## src/rtl/swed_pkg.sv

```systemverilog
// Shared types and constants for the sliding window extrema detector.
package swed_pkg;

  // Largest half-width the window supports, and the resulting window depth.
  localparam int MAX_HALF_WINDOW = 16;
  localparam int WIN_DEPTH       = 2 * MAX_HALF_WINDOW + 1;

  // Field widths.
  localparam int SAMPLE_W       = 32;
  localparam int CFG_W          = 5;
  localparam int INDEX_BITS     = 24;
  localparam int SAMPLE_INDEX_W = 24;

  // Centre position (0..MAX_HALF_WINDOW) and window position (0..WIN_DEPTH-1).
  localparam int POS_W  = $clog2(MAX_HALF_WINDOW + 1);
  localparam int SPAN_W = $clog2(WIN_DEPTH);

  // Classification codes.
  typedef enum logic [1:0] {
    KIND_NONE = 2'd0,
    KIND_MIN  = 2'd1,
    KIND_MAX  = 2'd2
  } kind_t;

  // Input transaction payload.
  typedef struct packed {
    logic signed [SAMPLE_W-1:0] sample;
    logic                       end_of_stream;
  } in_item_t;

  // Result transaction payload.
  typedef struct packed {
    logic [SAMPLE_INDEX_W-1:0] sample_index;
    kind_t                     kind;
    logic                      last_of_run;
  } out_item_t;

  // Window storage, entry 0 is the newest sample.
  typedef logic [WIN_DEPTH-1:0][SAMPLE_W-1:0] win_t;

  // Control from the sequencer to the window.
  typedef struct packed {
    logic shift;
    logic clear;
  } win_ctrl_t;

endpackage

```

## src/rtl/swed_window.sv

```systemverilog
// Sample window shift register with per-entry valid bits and the stream sample counter.
module swed_window
  import swed_pkg::*;
(
  input  logic                       clk,
  input  logic                       rst_n,
  input  win_ctrl_t                  ctrl,
  input  logic [SAMPLE_W-1:0]        sample,
  output win_t                       win,
  output logic [WIN_DEPTH-1:0]       vld,
  output logic [INDEX_BITS-1:0]      seen
);

  win_t                  win_r, win_nxt;
  logic [WIN_DEPTH-1:0]  vld_r, vld_nxt;
  logic [INDEX_BITS-1:0] seen_r, seen_nxt;

  // Next window contents: shift a new sample in, or drop the whole stream.
  always_comb begin
    win_nxt  = win_r;
    vld_nxt  = vld_r;
    seen_nxt = seen_r;
    if (ctrl.clear) begin
      vld_nxt  = '0;
      seen_nxt = '0;
    end else if (ctrl.shift) begin
      win_nxt  = {win_r[WIN_DEPTH-2:0], sample};
      vld_nxt  = {vld_r[WIN_DEPTH-2:0], 1'b1};
      seen_nxt = seen_r + INDEX_BITS'(1);
    end
  end

  // Sample data needs no reset; invalid entries are never used.
  always_ff @(posedge clk) begin
    win_r <= win_nxt;
  end

  always_ff @(posedge clk) begin
    if (!rst_n) begin
      vld_r  <= '0;
      seen_r <= '0;
    end else begin
      vld_r  <= vld_nxt;
      seen_r <= seen_nxt;
    end
  end

  assign win  = win_r;
  assign vld  = vld_r;
  assign seen = seen_r;

endmodule

```

## src/rtl/swed_classify.sv

```systemverilog
// Parallel comparison of the centre sample against its window neighbors.
module swed_classify
  import swed_pkg::*;
(
  input  win_t                 win,
  input  logic [WIN_DEPTH-1:0] vld,
  input  logic [POS_W-1:0]     cur,
  input  logic [POS_W-1:0]     half,
  output kind_t                kind
);

  logic [SAMPLE_W-1:0]  centre;
  logic [SPAN_W-1:0]    reach;
  logic [WIN_DEPTH-1:0] newer;
  logic [WIN_DEPTH-1:0] older;
  logic [WIN_DEPTH-1:0] lt;
  logic [WIN_DEPTH-1:0] eq;
  logic [WIN_DEPTH-1:0] gt;
  logic                 min_fail;
  logic                 max_fail;

  // One comparator per window entry; newer entries need only be strict,
  // older entries (up to the half-width and while valid) also fail on ties.
  always_comb begin
    centre = win[cur];
    reach  = SPAN_W'(cur) + SPAN_W'(half);
    for (int j = 0; j < WIN_DEPTH; j++) begin
      newer[j] = SPAN_W'(j) < SPAN_W'(cur);
      older[j] = (SPAN_W'(j) > SPAN_W'(cur)) && (SPAN_W'(j) <= reach) && vld[j];
      lt[j]    = $signed(win[j]) < $signed(centre);
      eq[j]    = win[j] == centre;
      gt[j]    = !lt[j] && !eq[j];
    end
    min_fail = |((newer & lt) | (older & (lt | eq)));
    max_fail = |((newer & gt) | (older & (gt | eq)));
  end

  // A minimum wins over a maximum.
  always_comb begin
    if (!min_fail) begin
      kind = KIND_MIN;
    end else if (!max_fail) begin
      kind = KIND_MAX;
    end else begin
      kind = KIND_NONE;
    end
  end

endmodule

```

## src/rtl/sliding_window_extrema_detector.sv

```systemverilog
// Top level of the sliding window extrema detector.
//
// Samples enter on the in_ channel (valid/ready) and one result per sample
// leaves on the out_ channel (valid/ready): its index in the stream, its kind
// (neither, local minimum, local maximum) and a last-of-run flag. cfg_we with
// cfg_wdata sets the half-width, values above 16 act as 16.
// A sample is classified once half-width later samples have arrived. Each
// accepted transaction shifts the window register; the centre entry is then
// compared against all 32 neighbors in parallel and the result is loaded into
// the output register once that register is free. One sample is taken every
// cycle in steady state while the receiver accepts results.
// An end-of-stream sample starts a flush that emits the remaining
// half-width + 1 results at one per cycle unless the receiver stalls, set by
// the single output register; input is held off during the flush and for the
// cycle that clears the window. When the receiver stalls, the output register
// holds its result and input stops once the pending result cannot advance.
// Reset empties the window, clears the sample count and sets the half-width to 1.
module sliding_window_extrema_detector
  import swed_pkg::*;
(
  input  logic             clk,
  input  logic             rst_n,
  input  logic             in_valid,
  output logic             in_ready,
  input  in_item_t         in_data,
  output logic             out_valid,
  input  logic             out_ready,
  output out_item_t        out_data,
  input  logic             cfg_we,
  input  logic [CFG_W-1:0] cfg_wdata
);

  logic [CFG_W-1:0]      hw_r, hw_nxt;
  logic                  pend_r, pend_nxt;
  logic                  flush_r, flush_nxt;
  logic [POS_W-1:0]      cur_r, cur_nxt;
  logic                  out_vld_r, out_vld_nxt;
  out_item_t             out_data_r, out_data_nxt;

  logic [POS_W-1:0]      half;
  win_t                  win;
  logic [WIN_DEPTH-1:0]  vld;
  logic [INDEX_BITS-1:0] seen;
  logic [INDEX_BITS-1:0] pos;
  kind_t                 kind;
  win_ctrl_t             wctrl;
  logic                  cur_vld;
  logic                  out_free;
  logic                  step_go;
  logic                  emit;
  logic                  last_step;
  logic                  job_done;
  logic                  accept;

  // Effective half-width.
  always_comb begin
    if (32'(hw_r) > 32'(MAX_HALF_WINDOW)) begin
      half = POS_W'(MAX_HALF_WINDOW);
    end else begin
      half = POS_W'(hw_r);
    end
  end

  // Handshake and sequencing of the pending centre positions.
  always_comb begin
    cur_vld     = vld[cur_r];
    out_free    = !out_vld_r || out_ready;
    step_go     = pend_r && (!cur_vld || out_free);
    emit        = step_go && cur_vld;
    last_step   = !flush_r || (cur_r == '0);
    job_done    = step_go && last_step;
    in_ready    = !pend_r || (job_done && !flush_r);
    accept      = in_valid && in_ready;
    wctrl.shift = accept;
    wctrl.clear = job_done && flush_r;
  end

  swed_window u_window (
    .clk    (clk),
    .rst_n  (rst_n),
    .ctrl   (wctrl),
    .sample (in_data.sample),
    .win    (win),
    .vld    (vld),
    .seen   (seen)
  );

  swed_classify u_classify (
    .win  (win),
    .vld  (vld),
    .cur  (cur_r),
    .half (half),
    .kind (kind)
  );

  // Stream position of the centre sample.
  assign pos = seen - INDEX_BITS'(1) - INDEX_BITS'(cur_r);

  // Next-state logic for the sequencer, the configuration and the output register.
  always_comb begin
    hw_nxt       = cfg_we ? cfg_wdata : hw_r;
    pend_nxt     = pend_r;
    flush_nxt    = flush_r;
    cur_nxt      = cur_r;
    out_vld_nxt  = out_vld_r;
    out_data_nxt = out_data_r;
    if (accept) begin
      pend_nxt  = 1'b1;
      flush_nxt = in_data.end_of_stream;
      cur_nxt   = half;
    end else if (job_done) begin
      pend_nxt = 1'b0;
    end else if (step_go) begin
      cur_nxt = cur_r - POS_W'(1);
    end
    if (emit) begin
      out_vld_nxt               = 1'b1;
      out_data_nxt.sample_index = SAMPLE_INDEX_W'(pos);
      out_data_nxt.kind         = kind;
      out_data_nxt.last_of_run  = flush_r && (cur_r == '0);
    end else if (out_ready) begin
      out_vld_nxt = 1'b0;
    end
  end

  always_ff @(posedge clk) begin
    if (!rst_n) begin
      hw_r      <= CFG_W'(1);
      pend_r    <= 1'b0;
      flush_r   <= 1'b0;
      cur_r     <= '0;
      out_vld_r <= 1'b0;
    end else begin
      hw_r      <= hw_nxt;
      pend_r    <= pend_nxt;
      flush_r   <= flush_nxt;
      cur_r     <= cur_nxt;
      out_vld_r <= out_vld_nxt;
    end
  end

  // Result payload needs no reset.
  always_ff @(posedge clk) begin
    out_data_r <= out_data_nxt;
  end

  assign out_valid = out_vld_r;
  assign out_data  = out_data_r;

endmodule

```

## config.mk

```make
export PLATFORM = sky130hd
export DESIGN_NAME = sliding_window_extrema_detector
export DESIGN_NICKNAME = d
export VERILOG_FILES = /design/src/rtl/swed_pkg.sv /design/src/rtl/swed_window.sv /design/src/rtl/swed_classify.sv /design/src/rtl/sliding_window_extrema_detector.sv
export SDC_FILE = /design/constraint.sdc
export NUM_CORES = 2
export LEC_CHECK = 0
export BUFFER_PORTS_ARGS = -buffer_cell sky130_fd_sc_hd__buf_2
export CORE_MARGIN = 2
export CORE_UTILIZATION = 55
export CTS_BUF_LIST = sky130_fd_sc_hd__clkbuf_16
export CTS_CLUSTER_SIZE = 30
export DETAILED_ROUTE_END_ITERATION = 12
export PLACE_DENSITY = 0.71
export SYNTH_ARGS = -nofsm -noshare
export SYNTH_HDL_FRONTEND = slang
export SYNTH_SLANG_ARGS = --single-unit
```

## constraint.sdc

```tcl
create_clock -name clk -period 97.1 [get_ports clk]
set_input_delay 0 -clock clk [delete_from_list [all_inputs] [get_ports clk]]
set_output_delay 0 -clock clk [all_outputs]
set_load 0.02 [all_outputs]
```

-- Word-level counts from Yosys, hierarchy flattened
Cells that the tools add are included.
- register bits: 1153
- input bits: 43
- logic and storage cells: 421
- $add $sub $neg: 5
- magnitude comparators: 130
- equality and inequality tests: 34
- multiplexer cells: 13
- bitwise logic cells: 10
- reductions and logical operators: 186
- operators with widths (kind ; number):
    $eq A32 B32 Y1 ; 33
    $lt A32 B32 Y1 ; 33
    $bmux W32 S5 ; 1
    $and A33 B33 Y33 ; 4
    $or A33 B33 Y33 ; 4
    $logic_and A1 B1 Y1 ; 103
    $le A5 B6 Y1 const A ; 16
    $gt A5 B5 Y1 const A ; 16
    $lt A5 B5 Y1 const A ; 15
    $logic_not A1 Y1 ; 70
    $reduce_or A33 Y1 ; 2
    $le A4 B6 Y1 const A ; 8
    $gt A4 B5 Y1 const A ; 8
    $lt A4 B5 Y1 const A ; 8
    $mux W32 ; 1
    $add A24 B1 Y24 const B ; 1
    $le A3 B6 Y1 const A ; 4
    $sub A24 B1 Y24 const B ; 1
    $sub A24 B5 Y24 ; 1
    $gt A3 B5 Y1 const A ; 4
    $lt A3 B5 Y1 const A ; 4
    $mux W5 ; 4
    $le A2 B6 Y1 const A ; 2
    $gt A2 B5 Y1 const A ; 2
    20 further kinds ; 33

-- Depth between registers and ports, before layout
- depth after elaboration: 11
- mapped depth: 24
- depth with buffers taken out: 18

-- Cells and area by module
A second synthesis with hierarchy kept.
- cells, all modules: 5089
- area, all modules: 69391.6 um2
- modules (own cells, without submodules) (module ; times used ; cells an instance ; area an instance (um2)):
    swed_window ; 1 ; 1290 ; 33946.3
    swed_classify ; 1 ; 3577 ; 33029.2
    sliding_window_extrema_detector ; 1 ; 222 ; 2416.1

-- Worst setup path after synthesis
Ideal clock, no wire load.
- kind: reg2reg
- start: register cur_r[0]
- end: register u_window.win_r (netlist bit u_window.win[0]) (enable)
- setup time: 1.843 ns
- data arrival time: 31.217 ns
- data required time: 95.257 ns
- slack: 64.040 ns
- stages on the path, launching flop included: 11
- path buffers: 3
- path through: dfxtp_1 > buf_2 > buf_6 > mux4_2 > mux4_2 > mux2_2 > and2_1 > o21ai_4 > nand2_4 > inv_2 > clkbuf_1
- cells in the longest elaborated chain, start to end: 10
- ends and longest elaborated chain (item ; line ; text):
    from (decl) ; sliding_window_extrema_detector.sv:36 ; logic [POS_W-1:0] cur_r, cur_nxt;
    from (signal assigned) ; sliding_window_extrema_detector.sv:137 ; cur_r <= cur_nxt;
    $bmux W1 S5 ; sliding_window_extrema_detector.sv:66 ; cur_vld = vld[cur_r];
    $mux W1 (implied by the code) ; sliding_window_extrema_detector.sv:66 ;
    $logic_not A1 Y1 ; sliding_window_extrema_detector.sv:68 ; step_go = pend_r && (!cur_vld || out_free);
    $logic_or A1 B1 Y1 ; sliding_window_extrema_detector.sv:68 ;
    $logic_and A1 B1 Y1 ; sliding_window_extrema_detector.sv:68 ;
    $logic_and A1 B1 Y1 * ; sliding_window_extrema_detector.sv:71 ; job_done = step_go && last_step;
    $logic_and A1 B1 Y1 * ; sliding_window_extrema_detector.sv:72 ; in_ready = !pend_r || (job_done && !flush_r);
    $logic_or A1 B1 Y1 * ; sliding_window_extrema_detector.sv:72 ;
    net in_ready ; sliding_window_extrema_detector.sv:24 ; output logic in_ready,
    $logic_and A1 B1 Y1 * ; sliding_window_extrema_detector.sv:73 ; accept = in_valid && in_ready;
    $reduce_and A2 Y1 (no line) * ; - ;
    to (signal assigned) ; swed_window.sv:35 ; win_r <= win_nxt;
    to (decl) ; swed_window.sv:14 ; win_t win_r, win_nxt;
The timed path passes the listed nets; every way through them passes the cells marked *. The select of a mux whose other input is x is not followed.
A chain may end at the register's enable or synchronous reset.

-- Worst setup path in the final report
- start: register cur_r[0]
- end: register u_window.win_r (netlist bit u_window.win[746]) (enable)
- cells in the longest elaborated chain, start to end: 10
- ends and longest elaborated chain (item ; line):
    $bmux W1 S5 ; sliding_window_extrema_detector.sv:66
    $mux W1 (implied by the code) ; sliding_window_extrema_detector.sv:66
    $logic_not A1 Y1 ; sliding_window_extrema_detector.sv:68
    $logic_or A1 B1 Y1 ; sliding_window_extrema_detector.sv:68
    $logic_and A1 B1 Y1 ; sliding_window_extrema_detector.sv:68
    $logic_and A1 B1 Y1 * ; sliding_window_extrema_detector.sv:71
    $logic_and A1 B1 Y1 ; sliding_window_extrema_detector.sv:72
    $logic_or A1 B1 Y1 ; sliding_window_extrema_detector.sv:72
    $logic_and A1 B1 Y1 ; sliding_window_extrema_detector.sv:73
    $reduce_and A2 Y1 (no line) * ; -
Mark *: on every way between the ends. The rest lies on a longest branch, timed or not. The select of a mux whose other input is x is not followed.

==> qor.csv <==
metric,value,unit
status,"complete, no violations",
H-tree depth,4,
Final Wtd Congestion,1.118,
chip height,360.2,microns
grt total ovfl,0,
Hold WC Path Type,in2reg,
initial antenna violation count,4,
"Async S/R FF share, synth",0,%
startpoint types,register,
final net count,7017,
final slew viol count,0,
DRT Wirelength,229.3,mm
DRT antenna net count,0,
Setup CP Type,reg2reg,
Worst EP arrival,10.13,ns
Critical-path top delay cell,buf_4,
Max stage delay on crit path,0.91,ns
drt pass-1 iters,7,
Starting Density,55.50,%
drt first-iter violations,6399,
pin count of the biggest net entering global routing,192,
syn_area_per_cell,12.24,sq um
Worst-Margin Slew,1.221,ns
"Seq/Total Area, Yosys",48.62,%
"most used cell, CP",buf_4,
Area Overhead vs Synth,11.00,%
Yosys reg bits,1153,
Post-Place Worst Slack,87.58,ns
Leak,29.60,nW
hold_buf cts,89,
"Net Count, Synth",6818,
cts bufs inserted,130,
Die ar.,129700,sq um
"Primary FF master, synth",edfxtp_1,
critical path cell sequence,buf_4 -> buf_12 -> buf_4 -> mux4_2 -> mux4_2 -> mux2_2 -> and2_1 -> o21ai_4 -> nand2_4 -> inv_8 -> buf_4 -> buf_4 -> buf_4 -> buf_4,
DRC viols,0,
synthesized cell area,69780,sq um
Core ar.,125700,sq um
R2R cell count,14,
Worst setup EP type,register,
Placement Rows,130,
routed via count,53370,
layout cells sized above 1,10.81,%
input/output buffers,71,
"commonest non-fill, non-tap cell in the layout",edfxtp_1,
clk buf depth,3,
Worst slew margin,17.55,%
vias in the first global route,52520,
minimum clock period after layout,9.745,ns
post-DP HPWL,165.1,mm
Worst-Skew Late Latency,0.78,ns
Inst Count DP,7329,
Post-Route Utilization,61.60,%
Avg WL per Cell,29.99,microns
IO Pins,72,
clk sinks,1153,
post-CTS sizing,0,
clock skew,0.03153,ns
Pwr Total,1.533,mW
max-cap violation count,0,
final setup margin,87.36,ns
Filler Cell Count,9682,
Max VDD drop,0.01710,mV
first-pass GRT wire length,336.7,mm
"Cell Area, Placed",72640,sq um
most frequent cells in the layout,"edfxtp_1, ha_1, a21oi_1",
YS warnings,0,
distinct cell type count after synthesis,84,
CTS tree,yes,
final setup fails,0,
hold_ws,0.1346,ns
Final Hold Vio Count,0,
Post-CTS Setup Inserts,0,
overall routing resource usage,34.89,%
"Clk pin slew, worst setup/hold paths",0.06,ns
vias per std cell,6.980,
Post-synth EDFFs,1083,
PwrDens,19.80,nW/um^2
CP max FO,120,
setup TNS,0,ns
Die W,360.2,microns
RSZ-0062 raised after global routing,no,
hold path depth,4,
fin crit share,10.04,%
Synth Instances,5701,
fmax,102.6,MHz
design area,77450,sq um
CTS root buf,clkbuf_16,
Layout Cells excl Fill,7646,
required time of the critical path,97.48,ns
-- critical path, delay by kind of cell, from the launching register on --
family | cells | cell delay (ns)
AOI/OAI and AO/OA | 1 | 0.18
buffers and inverters | 8 | 5.94
DFF | 1 | 0.55
muxes | 3 | 1.46
and+or+nand+nor | 2 | 0.54
-- Yosys cell counts (12+ instances only) --
library cell     n  area [sq um]
a2111oi_0       12         105.1
a211oi_1        29         217.7
a21boi_0        24         180.2
a21o_1          78         585.6
a21oi_1        559          2798
a221o_1         18         180.2
a221oi_1       162          1419
a22oi_1         91         683.2
a311oi_1        15         131.4
a31oi_1         32         200.2
and3_1          19         118.9
and4_1          45         394.1
buf_1           23         86.33
buf_2           18         90.09
clkbuf_1       153         574.3
dfxtp_1         70          1401
edfxtp_1      1083         32520
ha_1          1072         13410
inv_1           86         322.8
mux2_2         138          1554
mux2i_1         62         620.6
mux4_2          95          2140
nand2_1        439          1648
nand2b_1        15         93.84
nand3_1        150         750.7
nand4_1        209          1308
nor2_1         206         773.2
nor2b_1         55         344.1
nor3_1          59         295.3
nor4_1          59         369.1
o211ai_1        51         382.9
o21a_1          20         150.1
o21ai_0        195         975.9
o221ai_1        48         420.4
o22ai_1         45         281.5
o31ai_1         17         127.6
or2_2           16         100.1
or3_1           23         143.9
or4_1           13         97.59
xnor2_1         26         227.7
xor2_1          29         254.0
-- cell type report --
cell class / instances / area, sq um / area share [%]
Timing Repair Buffer: 263 / 2069 / 2.672
Inverter: 88 / 340.3 / 0.4394
Tap cell: 1650 / 2064 / 2.665
Antenna cell: 2 / 5.005 / 0.006462
Clock buffer: 135 / 3378 / 4.362
Sequential cell: 1153 / 33940 / 43.82
Clock inverter: 91 / 535.5 / 0.6914
Multi-Input combinational cell: 4264 / 35120 / 45.35
-- report_power, final --
| group | internal, mW | leakage (nW) | switching (mW) |
|---|---|---|---|
| combinational | 0.164 | 16.4 | 0.292 |
| clock | 0.263 | 2.06 | 0.204 |
| sequential | 0.581 | 11.1 | 0.0291 |
-- layer usage --
metal / up-vias / GRT usage [%] / part of all wire (%)
li1: 23570 / - / -
met1: 26260 / 45.76 / 39
met2: 2956 / 54.51 / 45
met3: 585 / 7.075 / 9.3
met4: 4 / 18.92 / 6.0
met5: - / 0 / 0.0083
-- final timing paths --
path / from / end / slack [ns]
setup reg to reg: cur_r[0] / u_window.win[746] / 87.36
hold / removal: out_ready / out_valid / 0.13
hold reg to reg: u_window.win[544] / u_window.win[576] / 0.45
setup / recovery: cur_r[0] / u_window.win[746] / 87.36
-- state kept, by name (all words and copies together) (netlist names) --
register / flops
u_window.win: 1056
u_window.vld: 33
out_data: 27
u_window.seen: 24
cur_r: 5
hw_r: 5
flush_r: 1
out_valid: 1
pend_r: 1
-- cell families after synthesis --
group | after synthesis | share of synthesized area [%]
xor gates and xnor gates | 55 | 0.6904
buffers and inverters | 284 | 1.573
AOI/OAI and AO/OA | 1507 | 14.15
adders and majority gates | 1074 | 19.28
and+or+nand+nor | 1333 | 9.507
muxes | 295 | 6.183
DFF | 1153 | 48.62
Note: power is estimated with default switching activity, not from simulation.
